--- config.mk ---
export PLATFORM = sky130hd
export DESIGN_NAME = yield_curve_interpolator_core
export DESIGN_NICKNAME = d
export VERILOG_FILES = /design/src/sv/yci_pkg.sv /design/src/sv/yield_curve_interpolator_core.sv
export VERILOG_INCLUDE_DIRS = /design/src /design/src/sv
export SDC_FILE = /design/constraint.sdc
export NUM_CORES = 2
export LEC_CHECK = 0
export BUFFER_PORTS_ARGS = -buffer_cell sky130_fd_sc_hd__buf_2
export CAP_MARGIN = 5
export CORE_AREA = 2 2 412 414
export CTS_BUF_LIST = sky130_fd_sc_hd__clkbuf_2
export CTS_CLUSTER_DIAMETER = 80
export DETAILED_ROUTE_END_ITERATION = 16
export DIE_AREA = 0 0 414 416
export GPL_TIMING_DRIVEN = 0
export PLACE_DENSITY = 0.55
export SYNTH_ARGS = -nofsm -noshare
export SYNTH_HDL_FRONTEND = slang
export SYNTH_SLANG_ARGS = --single-unit
--- constraint.sdc ---
create_clock -name clk -period 8.85 [get_ports clk]
set_input_delay 0.4425 -clock clk [delete_from_list [all_inputs] [get_ports clk]]
set_output_delay 0.4425 -clock clk [all_outputs]
set_load 0.005 [all_outputs]
--- src/sv/assert_macros.svh ---
// ----------------------------------------------------------------------------
// Assertion macros
// Shared concurrent assertion shorthands, clocked on clk and disabled while
// rst_n is low. Defining ASSERT_OFF removes every assertion body.
// ----------------------------------------------------------------------------
`ifndef ASSERT_MACROS_SVH
`define ASSERT_MACROS_SVH

`ifndef ASSERT_OFF

// Implication or plain property, checked at every rising edge out of reset.
`define ASSERT_CLK(lbl, prop, msg) \
  lbl: assert property (@(posedge clk) disable iff (!rst_n) (prop)) else $error(msg);

// Condition that must never be true at a rising edge out of reset.
`define ASSERT_NEVER(lbl, cond, msg) \
  lbl: assert property (@(posedge clk) disable iff (!rst_n) !(cond)) else $error(msg);

`else

`define ASSERT_CLK(lbl, prop, msg)
`define ASSERT_NEVER(lbl, cond, msg)

`endif

`endif

--- src/sv/yci_pkg.sv ---
// ----------------------------------------------------------------------------
// yci_pkg
// Widths, table depth, step counts, operation and result codes and the
// configuration reset value of the yield curve interpolator.
// ----------------------------------------------------------------------------
`timescale 1ns / 1ps

package yci_pkg;

  // Table geometry.
  localparam int TABLE_DEPTH = 16;
  localparam int IDX_W       = $clog2(TABLE_DEPTH);

  // Field widths.
  localparam int OP_W     = 1;
  localparam int EIDX_W   = 4;
  localparam int TENOR_W  = 30;
  localparam int RATE_W   = 32;
  localparam int CFG_W    = 5;
  localparam int STATUS_W = 2;

  // One stored table entry holds the tenor above the rate.
  localparam int ENTRY_W = TENOR_W + RATE_W;

  // Serial arithmetic: the product magnitude fits PROD_W bits, the
  // multiplier accumulator needs ACC_W bits above the shifted multiplier.
  localparam int PROD_W    = RATE_W + TENOR_W;
  localparam int ACC_W     = RATE_W + 2;
  localparam int WORK_W    = ACC_W + TENOR_W;
  localparam int MUL_STEPS = TENOR_W;
  localparam int DIV_STEPS = PROD_W;
  localparam int CNT_W     = $clog2(DIV_STEPS);

  // Operation codes.
  localparam logic [OP_W-1:0] OP_WRITE = 1'b0;
  localparam logic [OP_W-1:0] OP_QUERY = 1'b1;

  // Result status codes.
  localparam logic [STATUS_W-1:0] STATUS_OK    = 2'd0;
  localparam logic [STATUS_W-1:0] STATUS_WRITE = 2'd1;
  localparam logic [STATUS_W-1:0] STATUS_EARLY = 2'd2;

  // Reset value of the entries-in-use register.
  localparam logic [CFG_W-1:0] CFG_ENTRIES_RST = 5'd2;

endpackage

--- src/sv/yield_curve_interpolator_core.sv ---
// ----------------------------------------------------------------------------
// yield_curve_interpolator_core
// Tenor/rate table with a sequential query engine: linear scan for the first
// tenor not below the query time, then bit-serial multiply and divide for
// linear interpolation or extrapolation, with saturation to Q16.16.
// ----------------------------------------------------------------------------
//  channel | ports                                   | handshake
//  --------+-----------------------------------------+-------------------------
//  input   | in_op in_entry_index in_tenor_seconds   | start high, busy low
//          | in_entry_rate in_query_time             |
//  result  | out_rate_value out_status               | out_valid, one cycle
//  config  | cfg_wdata                               | cfg_we, no wait
//
//  A write transaction's result strobes on the next cycle and busy stays low,
//  so writes may follow back to back.
//  A query passes S_FETCH and S_CMP for each scanned entry and, when it
//  interpolates, S_PREP, 30 multiply steps, 62 divide steps and S_FIN.
//  The shift-add multiplier and the restoring divider work one bit per cycle.
//  Reset is synchronous; the table keeps its contents and needs no clearing.
//  The receiver cannot stall, so each result is shown for exactly one cycle.
// ----------------------------------------------------------------------------
`timescale 1ns / 1ps
`include "assert_macros.svh"

module yield_curve_interpolator_core (
  input  logic                                  clk,
  input  logic                                  rst_n,
  input  logic                                  start,
  output logic                                  busy,
  input  logic [yci_pkg::OP_W-1:0]              in_op,
  input  logic [yci_pkg::EIDX_W-1:0]            in_entry_index,
  input  logic [yci_pkg::TENOR_W-1:0]           in_tenor_seconds,
  input  logic signed [yci_pkg::RATE_W-1:0]     in_entry_rate,
  input  logic [yci_pkg::TENOR_W-1:0]           in_query_time,
  output logic                                  out_valid,
  output logic signed [yci_pkg::RATE_W-1:0]     out_rate_value,
  output logic [yci_pkg::STATUS_W-1:0]          out_status,
  input  logic                                  cfg_we,
  input  logic [yci_pkg::CFG_W-1:0]             cfg_wdata
);

  import yci_pkg::*;

  typedef enum logic [2:0] {
    S_IDLE,
    S_FETCH,
    S_CMP,
    S_PREP,
    S_MUL,
    S_DIV,
    S_FIN
  } state_t;

  // Saturation bounds in the width of the final sum.
  localparam logic signed [WORK_W-1:0] SAT_HI =
    {{(WORK_W-RATE_W+1){1'b0}}, {(RATE_W-1){1'b1}}};
  localparam logic signed [WORK_W-1:0] SAT_LO =
    {{(WORK_W-RATE_W+1){1'b1}}, {(RATE_W-1){1'b0}}};

  state_t                     state_r;
  logic [CFG_W-1:0]           cfg_entries_r;
  logic [IDX_W-1:0]           idx_r;
  logic [IDX_W-1:0]           last_r;
  logic [TENOR_W-1:0]         t_r;
  logic [TENOR_W-1:0]         prev_t_r;
  logic signed [RATE_W-1:0]   prev_rate_r;
  logic [RATE_W:0]            a_r;
  logic [TENOR_W-1:0]         div_r;
  logic                       neg_r;
  logic [WORK_W-1:0]          work_r;
  logic [TENOR_W-1:0]         rem_r;
  logic [CNT_W-1:0]           cnt_r;
  logic                       out_valid_r;
  logic signed [RATE_W-1:0]   out_rate_r;
  logic [STATUS_W-1:0]        out_status_r;

  logic [ENTRY_W-1:0]         mem [TABLE_DEPTH];
  logic [ENTRY_W-1:0]         rd_q_r;

  logic                       accept;
  logic                       mem_we;
  logic [IDX_W-1:0]           n_last;
  logic [TENOR_W-1:0]         cur_t;
  logic signed [RATE_W-1:0]   cur_rate;
  logic [TENOR_W:0]           span;
  logic [TENOR_W:0]           dt;
  logic [RATE_W:0]            dr;
  logic [TENOR_W:0]           span_neg;
  logic [TENOR_W:0]           dt_neg;
  logic [RATE_W:0]            dr_neg;
  logic [TENOR_W-1:0]         span_mag;
  logic [TENOR_W-1:0]         dt_mag;
  logic [RATE_W:0]            dr_mag;
  logic [ACC_W-1:0]           mul_add;
  logic [ACC_W:0]             mul_sum;
  logic [WORK_W-1:0]          mul_nxt;
  logic [TENOR_W:0]           div_trial;
  logic [TENOR_W:0]           div_diff;
  logic                       div_fits;
  logic [TENOR_W-1:0]         rem_nxt;
  logic [WORK_W-1:0]          div_nxt;
  logic signed [WORK_W-1:0]   quot;
  logic signed [WORK_W-1:0]   r1_ext;
  logic signed [WORK_W-1:0]   fin_sum;
  logic signed [RATE_W-1:0]   fin_sat;

  // A transaction is taken whenever start meets an idle engine.
  assign busy   = (state_r != S_IDLE);
  assign accept = start && !busy;
  assign mem_we = accept && (in_op == OP_WRITE) && (int'(in_entry_index) < TABLE_DEPTH);

  // Clamp the entries-in-use register to the searchable range.
  always_comb begin
    priority if (cfg_entries_r < CFG_W'(2)) begin
      n_last = IDX_W'(1);
    end else if (int'(cfg_entries_r) > TABLE_DEPTH) begin
      n_last = IDX_W'(TABLE_DEPTH - 1);
    end else begin
      n_last = IDX_W'(int'(cfg_entries_r) - 1);
    end
  end

  // Table memory: one write port, one registered read port at the scan index.
  always_ff @(posedge clk) begin
    if (mem_we) begin
      mem[IDX_W'(in_entry_index)] <= {in_tenor_seconds, in_entry_rate};
    end
    rd_q_r <= mem[idx_r];
  end

  assign cur_t    = rd_q_r[ENTRY_W-1 -: TENOR_W];
  assign cur_rate = rd_q_r[RATE_W-1:0];

  // Differences and their magnitudes for the line through the two points.
  assign span     = {1'b0, cur_t} - {1'b0, prev_t_r};
  assign dt       = {1'b0, t_r} - {1'b0, prev_t_r};
  assign dr       = {cur_rate[RATE_W-1], cur_rate} - {prev_rate_r[RATE_W-1], prev_rate_r};
  assign span_neg = -span;
  assign dt_neg   = -dt;
  assign dr_neg   = -dr;
  assign span_mag = span[TENOR_W] ? span_neg[TENOR_W-1:0] : span[TENOR_W-1:0];
  assign dt_mag   = dt[TENOR_W] ? dt_neg[TENOR_W-1:0] : dt[TENOR_W-1:0];
  assign dr_mag   = dr[RATE_W] ? dr_neg : dr;

  // Shift-add multiplier step: add the rate difference on a set low bit.
  assign mul_add = work_r[0] ? {1'b0, a_r} : '0;
  assign mul_sum = {1'b0, work_r[WORK_W-1:TENOR_W]} + {1'b0, mul_add};
  assign mul_nxt = {mul_sum, work_r[TENOR_W-1:1]};

  // Restoring divider step: one quotient bit enters at the bottom.
  assign div_trial = {rem_r, work_r[PROD_W-1]};
  assign div_fits  = (div_trial >= {1'b0, div_r});
  assign div_diff  = div_trial - {1'b0, div_r};
  assign rem_nxt   = div_fits ? div_diff[TENOR_W-1:0] : div_trial[TENOR_W-1:0];
  assign div_nxt   = {{(WORK_W-PROD_W){1'b0}}, work_r[PROD_W-2:0], div_fits};

  // Apply the sign to the truncated quotient, add the base rate, saturate.
  assign quot    = $signed({{(WORK_W-PROD_W){1'b0}}, work_r[PROD_W-1:0]});
  assign r1_ext  = WORK_W'(prev_rate_r);
  assign fin_sum = neg_r ? (r1_ext - quot) : (r1_ext + quot);

  always_comb begin
    priority if (fin_sum > SAT_HI) begin
      fin_sat = SAT_HI[RATE_W-1:0];
    end else if (fin_sum < SAT_LO) begin
      fin_sat = SAT_LO[RATE_W-1:0];
    end else begin
      fin_sat = fin_sum[RATE_W-1:0];
    end
  end

  // Sequencer, configuration register and registered result.
  always_ff @(posedge clk) begin
    if (!rst_n) begin
      state_r       <= S_IDLE;
      cfg_entries_r <= CFG_ENTRIES_RST;
      out_valid_r   <= 1'b0;
    end else begin
      out_valid_r <= 1'b0;
      if (cfg_we) begin
        cfg_entries_r <= cfg_wdata;
      end
      unique case (state_r)
        S_IDLE: begin
          if (accept) begin
            if (in_op == OP_WRITE) begin
              out_valid_r  <= 1'b1;
              out_rate_r   <= '0;
              out_status_r <= STATUS_WRITE;
            end else begin
              t_r     <= in_query_time;
              last_r  <= n_last;
              idx_r   <= '0;
              state_r <= S_FETCH;
            end
          end
        end
        S_FETCH: begin
          state_r <= S_CMP;
        end
        S_CMP: begin
          priority if ((idx_r == '0) && (t_r < cur_t)) begin
            out_valid_r  <= 1'b1;
            out_rate_r   <= '0;
            out_status_r <= STATUS_EARLY;
            state_r      <= S_IDLE;
          end else if (cur_t == t_r) begin
            out_valid_r  <= 1'b1;
            out_rate_r   <= cur_rate;
            out_status_r <= STATUS_OK;
            state_r      <= S_IDLE;
          end else if ((cur_t > t_r) || (idx_r == last_r)) begin
            state_r <= S_PREP;
          end else begin
            prev_t_r    <= cur_t;
            prev_rate_r <= cur_rate;
            idx_r       <= idx_r + IDX_W'(1);
            state_r     <= S_FETCH;
          end
        end
        S_PREP: begin
          if (span == '0) begin
            out_valid_r  <= 1'b1;
            out_rate_r   <= prev_rate_r;
            out_status_r <= STATUS_OK;
            state_r      <= S_IDLE;
          end else begin
            a_r     <= dr_mag;
            div_r   <= span_mag;
            neg_r   <= dr[RATE_W] ^ dt[TENOR_W] ^ span[TENOR_W];
            work_r  <= {{ACC_W{1'b0}}, dt_mag};
            cnt_r   <= '0;
            state_r <= S_MUL;
          end
        end
        S_MUL: begin
          work_r <= mul_nxt;
          if (cnt_r == CNT_W'(MUL_STEPS - 1)) begin
            cnt_r   <= '0;
            rem_r   <= '0;
            state_r <= S_DIV;
          end else begin
            cnt_r <= cnt_r + CNT_W'(1);
          end
        end
        S_DIV: begin
          work_r <= div_nxt;
          rem_r  <= rem_nxt;
          if (cnt_r == CNT_W'(DIV_STEPS - 1)) begin
            state_r <= S_FIN;
          end else begin
            cnt_r <= cnt_r + CNT_W'(1);
          end
        end
        S_FIN: begin
          out_valid_r  <= 1'b1;
          out_rate_r   <= fin_sat;
          out_status_r <= STATUS_OK;
          state_r      <= S_IDLE;
        end
        default: begin
          state_r <= S_IDLE;
        end
      endcase
    end
  end

  assign out_valid      = out_valid_r;
  assign out_rate_value = out_rate_r;
  assign out_status     = out_status_r;

  // A query hands back the engine only together with its result.
  `ASSERT_CLK(a_done_strobes, $fell(busy) |-> out_valid, "query ended without a result")
  // Writes and early queries always report a zero rate.
  `ASSERT_CLK(a_zero_rate,
    out_valid && (out_status == STATUS_WRITE || out_status == STATUS_EARLY) |->
    out_rate_value == '0, "non-zero rate on a write or early result")
  // A write is answered in the cycle after it is taken.
  `ASSERT_CLK(a_write_reply,
    start && !busy && (in_op == OP_WRITE) |=> out_valid && (out_status == STATUS_WRITE),
    "write transaction not answered on the next cycle")
  // The step counter never runs past the divider length.
  `ASSERT_NEVER(a_cnt_range, (state_r == S_DIV) && (cnt_r > CNT_W'(DIV_STEPS - 1)),
    "divider step counter out of range")

endmodule
# After elaboration in Yosys (flattened, before gate mapping)
# Memory sizes are Yosys's and may differ from the RTL's. A register that Yosys moved wholly into a read port is not among the register bits.
# Cells that the tools add are included.
[classes]
n_addsub = 13
n_lt_le_gt_ge = 7
n_eq_ne = 22
mux = 52
bitwise = 7
n_reduce_logical = 23
[ops]
columns = ["cell", "n"]
rows = [
  ["$mux W32", 8],
  ["$pmux W64 S3", 1],
  ["$mux W64", 2],
  ["$pmux W32 S4", 1],
  ["$mux W30", 4],
  ["$add A32 B63 Y64", 1],
  ["$gt A64 B32 Y1 const B", 1],
  ["$lt A64 B32 Y1 const B", 1],
  ["$sub A32 B63 Y64", 1],
  ["$sub A30 B30 Y31", 2],
  ["$neg A30 Y30", 2],
  ["$pmux W30 S2", 1],
  ["$add A34 B33 Y35", 1],
  ["$mux W33", 1],
  ["$neg A33 Y33", 1],
  ["$sub A32 B32 Y33", 1],
  ["$ge A31 B30 Y1", 1],
  ["$logic_not A31 Y1", 1],
  ["$eq A30 B30 Y1", 1],
  ["$gt A30 B30 Y1", 1],
  ["$lt A30 B30 Y1", 1],
  ["$sub A30 B30 Y30", 1],
  ["$mux W4", 6],
  ["$ne A2 B2 Y1 const B", 11],
  ["other kinds (37)", 72],
]
[word_totals]
reg_bits = 307
ramBits = 992
input_bits = 106
n_memories = 1
[memory_table]
columns = ["name", "depth", "width", "read_ports", "rd_clocked_by_memory_dff", "write_ports", "line_no", "rtl"]
rows = [
  ["mem", 16, 62, 1, 1, 1, "yield_curve_interpolator_core.sv:77", "logic [ENTRY_W-1:0] mem [TABLE_DEPTH];"],
]

# Depth between registers and ports, before layout
[depth]
ltp_word = 6
depth_mapped = 28
mapped_depth_nobuf = 25

# Worst setup path before layout
# No wires, ideal clock.
[synth_path]
kind = "register to register"
start = "register t_r[15]"
end = "register prev_rate_r[0] (enable)"
setup_time_ps = 559
t_arrival_ps = 6686
setup_slack_ps = 1605
stages_incl_launch_ff = 14
n_path_buf = 0
period_less_slack_ps = 7245
cell_sequence = "edfxtp_1 inv_1 ha_1 a21o_1 a21o_1 a21o_1 a21o_1 a221o_1 a21oi_1 o211ai_1 a21o_1 a31oi_1 nand2_1 nor3_1"
[synth_via]
elab_chain_cells = 4
word_cells_on_any_way = 9
[synth_rtl]
columns = ["item", "line_no", "rtl"]
rows = [
  ["start, declared", "yield_curve_interpolator_core.sv:64", "logic [TENOR_W-1:0] t_r;"],
  ["start signal, assigned", "yield_curve_interpolator_core.sv:191", "t_r <= in_query_time;"],
  ["$gt A30 B30 Y1 / $lt A30 B30 Y1 (equally long branches)", "yield_curve_interpolator_core.sv:212, yield_curve_interpolator_core.sv:202", ""],
  ["$logic_or A1 B1 Y1 / $logic_and A1 B1 Y1 (equally long branches)", "yield_curve_interpolator_core.sv:212, yield_curve_interpolator_core.sv:202", ""],
  ["$not A1 Y1 (no source line)", "n/a", ""],
  ["$reduce_and A5 Y1 (no source line) (*)", "n/a", ""],
  ["end signal, assigned", "yield_curve_interpolator_core.sv:216", "prev_rate_r <= cur_rate;"],
  ["end, declared", "yield_curve_interpolator_core.sv:66", "logic signed [RATE_W-1:0] prev_rate_r;"],
]
# Mark *: on every way between the ends. The rest lies on a longest branch, timed or not.
# A chain may end at the register's enable or synchronous reset.

# Worst setup path after layout
[layout_path]
start = "register work_r[12]"
end = "register out_rate_r[7], in the netlist out_rate_value[7] (data pin)"
[layout_via]
elab_chain_cells = 6
word_cells_on_any_way = 8
[layout_rtl]
columns = ["item", "line_no", "rtl"]
rows = [
  ["start, declared", "yield_curve_interpolator_core.sv:70", "logic [WORK_W-1:0] work_r;"],
  ["start signal, assigned", "yield_curve_interpolator_core.sv:231", "work_r <= {{ACC_W{1'b0}}, dt_mag};"],
  ["start signal, assigned", "yield_curve_interpolator_core.sv:237", "work_r <= mul_nxt;"],
  ["start signal, assigned", "yield_curve_interpolator_core.sv:247", "work_r <= div_nxt;"],
  ["$add A32 B63 Y64 / $sub A32 B63 Y64 (equally long branches)", "yield_curve_interpolator_core.sv:160", "assign fin_sum = neg_r ? (r1_ext - quot) : (r1_ext + quot);"],
  ["$mux W64 (*)", "yield_curve_interpolator_core.sv:160", ""],
  ["$lt A64 B32 Y1", "yield_curve_interpolator_core.sv:165", "end else if (fin_sum < SAT_LO) begin"],
  ["$mux W32", "yield_curve_interpolator_core.sv:165", ""],
  ["$mux W32 (*)", "yield_curve_interpolator_core.sv:163", "priority if (fin_sum > SAT_HI) begin"],
  ["$pmux W32 S4 (*)", "yield_curve_interpolator_core.sv:183", "unique case (state_r)"],
  ["end signal, assigned", "yield_curve_interpolator_core.sv:209", "out_rate_r <= cur_rate;"],
  ["end signal, assigned", "yield_curve_interpolator_core.sv:224", "out_rate_r <= prev_rate_r;"],
  ["end signal, assigned", "yield_curve_interpolator_core.sv:257", "out_rate_r <= fin_sat;"],
  ["end, declared", "yield_curve_interpolator_core.sv:74", "logic signed [RATE_W-1:0] out_rate_r;"],
]
# Marked as above.

==> impl_metrics.json <==
{
  "power_mw": 12.5,
  "path_class": "reg -> reg",
  "drc": 0,
  "dieArea_mm2": 0.172,
  "antenna_found_initial": 20,
  "skew_ps": 203,
  "status": "completed",
  "slew_headroom": 0.145,
  "postCtsSetupBuffers": 0,
  "max-clock-path-buffers": 4,
  "synth_edf_count": 1290,
  "drive_above_1_share": 0.199,
  "avgSynthCellArea_um2": 14.1,
  "yosys_warnings": 0,
  "tightest_slew_ps": 1280,
  "finish.utilization": 0.460,
  "core-area_mm2": 0.168,
  "crit_required_ps": 10100,
  "dr.pass1.iters": 8,
  "grt_pass1_wl_mm": 285,
  "synth_area_mm2": 0.0668,
  "place_inst": 7167,
  "hp-class": "in -> reg",
  "synth_nets": 5088,
  "die_y_um": 416,
  "hold_ws_ps": 281,
  "hold_viol_final": 0,
  "drtIter0Drc": 3377,
  "period_share": 0.951,
  "setup_ws_ps": 437,
  "layout.nets": 5937,
  "maxCapViolations": 0,
  "max_freq_ghz": 0.119,
  "hpwl_mm": 137,
  "cp.arrival_ps": 9660,
  "yosysUniqueCellTypes": 81,
  "clock_sinks": 1361,
  "vias": 44000,
  "synthFlopType": "edfxtp_1",
  "setup_viol": 0,
  "numCtsBuffers": 364,
  "worstSetupStartpointType": "flop",
  "floorplan.rows": 151,
  "routabilityCongestion": 0.900,
  "synthToLayoutAreaGrowth_pct": 15.9,
  "ys_ff_latch": 1361,
  "crit_family": "simple AND/OR/NAND/NOR gates",
  "start_util": 0.397,
  "grtUsageTotal": 0.221,
  "htreeDepth": 5,
  "netlist_instances": 4719,
  "async_flop_share": 0,
  "io_buffers": 140,
  "irDropWorstVdd_v": 0.000132,
  "grt_max_degree": 65,
  "tritoncts": "built",
  "path_cells": "clkbuf_1 -> or4_1 -> or4_1 -> nor4_2 -> and3_1 -> nand3_1 -> nor2_1 -> a21oi_1 -> xnor2_1 -> ha_1 -> and2_1 -> a22oi_1 -> nand2b_1 -> a221oi_1 -> a21boi_0 -> xor2_1 -> nor4_1 -> nand3_1 -> nor4_1 -> a31oi_2 -> buf_2 -> o311ai_0",
  "grt_pass1_vias": 45100,
  "timing.critical_path.fanout_max": 10,
  "ctsRootBufferMaster": "clkbuf_2",
  "ys_seq_area_frac": 0.601,
  "wl_per_cell_um": 23.8,
  "rsz0062_at_grt": "false",
  "cts.clk_slew.worst_paths_ps": 110,
  "clk_latency_ps": 1780,
  "setup.worst_path.end_class": "flop",
  "critPathMaxStageDelay_ps": 980,
  "pin_count": 142,
  "crit_slowest_cell": "o311ai_0",
  "critPathBufInv": 2,
  "fin_crit_ps": 8410,
  "power_density_mw_per_mm2": 162,
  "grt_overflow_total": 0,
  "viasPerCell": 5.46,
  "routed_wl_mm": 191,
  "placement.setup.worst_slack_ps": -254,
  "ant_nets": 0,
  "slew_viol_final": 0,
  "fp.dieW_um": 414,
  "finalNonFillerCells": 8048,
  "power.leakage_nw": 27.7
}
report_power, final:
part / internal, mW / switching [mW]
Clock: 1.62 / 2.58
Combinational: 0.465 / 0.650
Sequential: 7.13 / 0.0559
Total: 9.21 / 3.29
metal layers:
metal / wire length, um / up-vias / part of all wire / GRT usage
li1: - / 20400 / - / -
met3: 10400 / 282 / 0.055 / 0.0418
met4: 4650 / 16 / 0.024 / 0.0654
met1: 78800 / 22000 / 0.41 / 0.278
met5: 95 / - / 0.00050 / 0
met2: 97500 / 1307 / 0.51 / 0.389
placed cells by master, fill, tap and decap left out, types with 43 or more instances in the layout:
cell type      instances
edfxtp_1            1290
clkbuf_2             520
nor2_1               332
mux4_2               310
a21oi_1              304
ha_1                 257
dlygate4sd3_1        252
inv_1                237
xnor2_1              214
nand2_1              183
buf_2                146
clkbuf_1             145
o21ai_0              135
xor2_1               104
a21o_1               103
nor3_1                80
clkinv_1              72
dfxtp_1               71
nand3_1               70
and2_1                57
o21a_1                53
nand2b_1              46
nand4_1               46
mux2i_1               43
through the flow:
step                 TNS, ps  instance area (um^2)
finish                     0                 77400
global route               0                 77400
CTS                        0                 77300
detailed placement      -730                 71700
global placement    -1405730                 70200
floorplan                  0                 66800
path summary, 6_finish.rpt:
| check | startpoint | end | slack [ps] | depth (start not counted) |
|---|---|---|---|---|
| worst min-delay path | in_tenor_seconds[8] | mem[5][40]$_DFFE_PP_ | 280 | 3 |
| worst min register to register | rd_q_r[28]$_DFF_P_ | prev_rate_r[28]$_DFFE_PP_ | 420 | 0 |
| worst max-delay path | work_r[12]$_DFFE_PP_ | out_rate_value[7]$_DFFE_PP_ | 440 | 22 |
| worst max register to register | work_r[12]$_DFFE_PP_ | out_rate_value[7]$_DFFE_PP_ | 440 | 22 |
worst reg2reg max path: stages, from the launching register on:
cell      delay, ps
edfxtp_1        360
clkbuf_1        210
or4_1           580
or4_1           490
nor4_2          360
and3_1          340
nand3_1         250
nor2_1          360
a21oi_1         140
xnor2_1         160
ha_1            410
and2_1          270
a22oi_1         230
nand2b_1         90
a221oi_1        430
a21boi_0        770
xor2_1          180
nor4_1          350
nand3_1         130
nor4_1          340
a31oi_2         360
buf_2           320
o311ai_0        980
logic make-up (layout without fill, tap and decap cells):
| logic type | after synthesis | after routing | synth area share |
|---|---|---|---|
| DFF | 1361 | 1361 | 0.601 |
| adders and majority gates | 263 | 263 | 0.0500 |
| muxes | 355 | 355 | 0.111 |
| other | 0 | 14 | 0 |
| buffers and inverters | 415 | 1512 | 0.0234 |
| AOI/OAI and AO/OA | 968 | 968 | 0.0951 |
| xor gates and xnor gates | 318 | 318 | 0.0417 |
| and+or+nand+nor | 1039 | 1039 | 0.0770 |
registers in the layout (all words and copies together), names as in the netlist, 2 cells and up:
name and count:
idx_r 4, prev_rate_r 32, out_rate_value 32, prev_t_r 30, cnt_r 6, mem 992, last_r 4, cfg_entries_r 5
work_r 64, rd_q_r 62, a_r 33, t_r 30, div_r 30, out_status 2, state_r 3, rem_r 30
cells in the mapped netlist, drive strengths merged, types with 33 or more instances:
master     n  area (um^2)
nand4     46          288
inv      237          890
nand2b    46          288
o311ai    37          324
xor2     104          911
ha       257         3220
clkbuf   145          544
nor2     345         1290
nor3      89          455
and2      58          363
mux2i     43          430
a21oi    305         1530
a21o     103          773
a211oi    37          278
o21ai    136          681
xnor2    214         1870
o21a      54          405
nor2b     37          231
or3       33          206
a31oi     45          282
a22oi     38          285
mux4     310         6980
nand3     70          350
nand2    183          687
edfxtp  1290        38700
dfxtp     71         1420
buf       33          128
timing repair:
| action | CTS | global route |
|---|---|---|
| endpoints found under the setup margin | 9 | 28 |
| hold endpoints to repair | 2288 | 0 |
| gates resized for setup | 2 | 5 |
| hold buffers | 252 | 0 |
layout make-up:
class                      instances  area (um^2)
antenna                           14         35.0
buffer                           178          673
clock buffer                     519         2600
clock inverter                    95          433
fill                           15100        90800
inverter                         237          890
multi-input combinational       2943        25200
sequential                      1361        40200
tap                             2218         2780
timing repair buffer             483         4590
No activity file was read; power rests on OpenSTA's default activity.
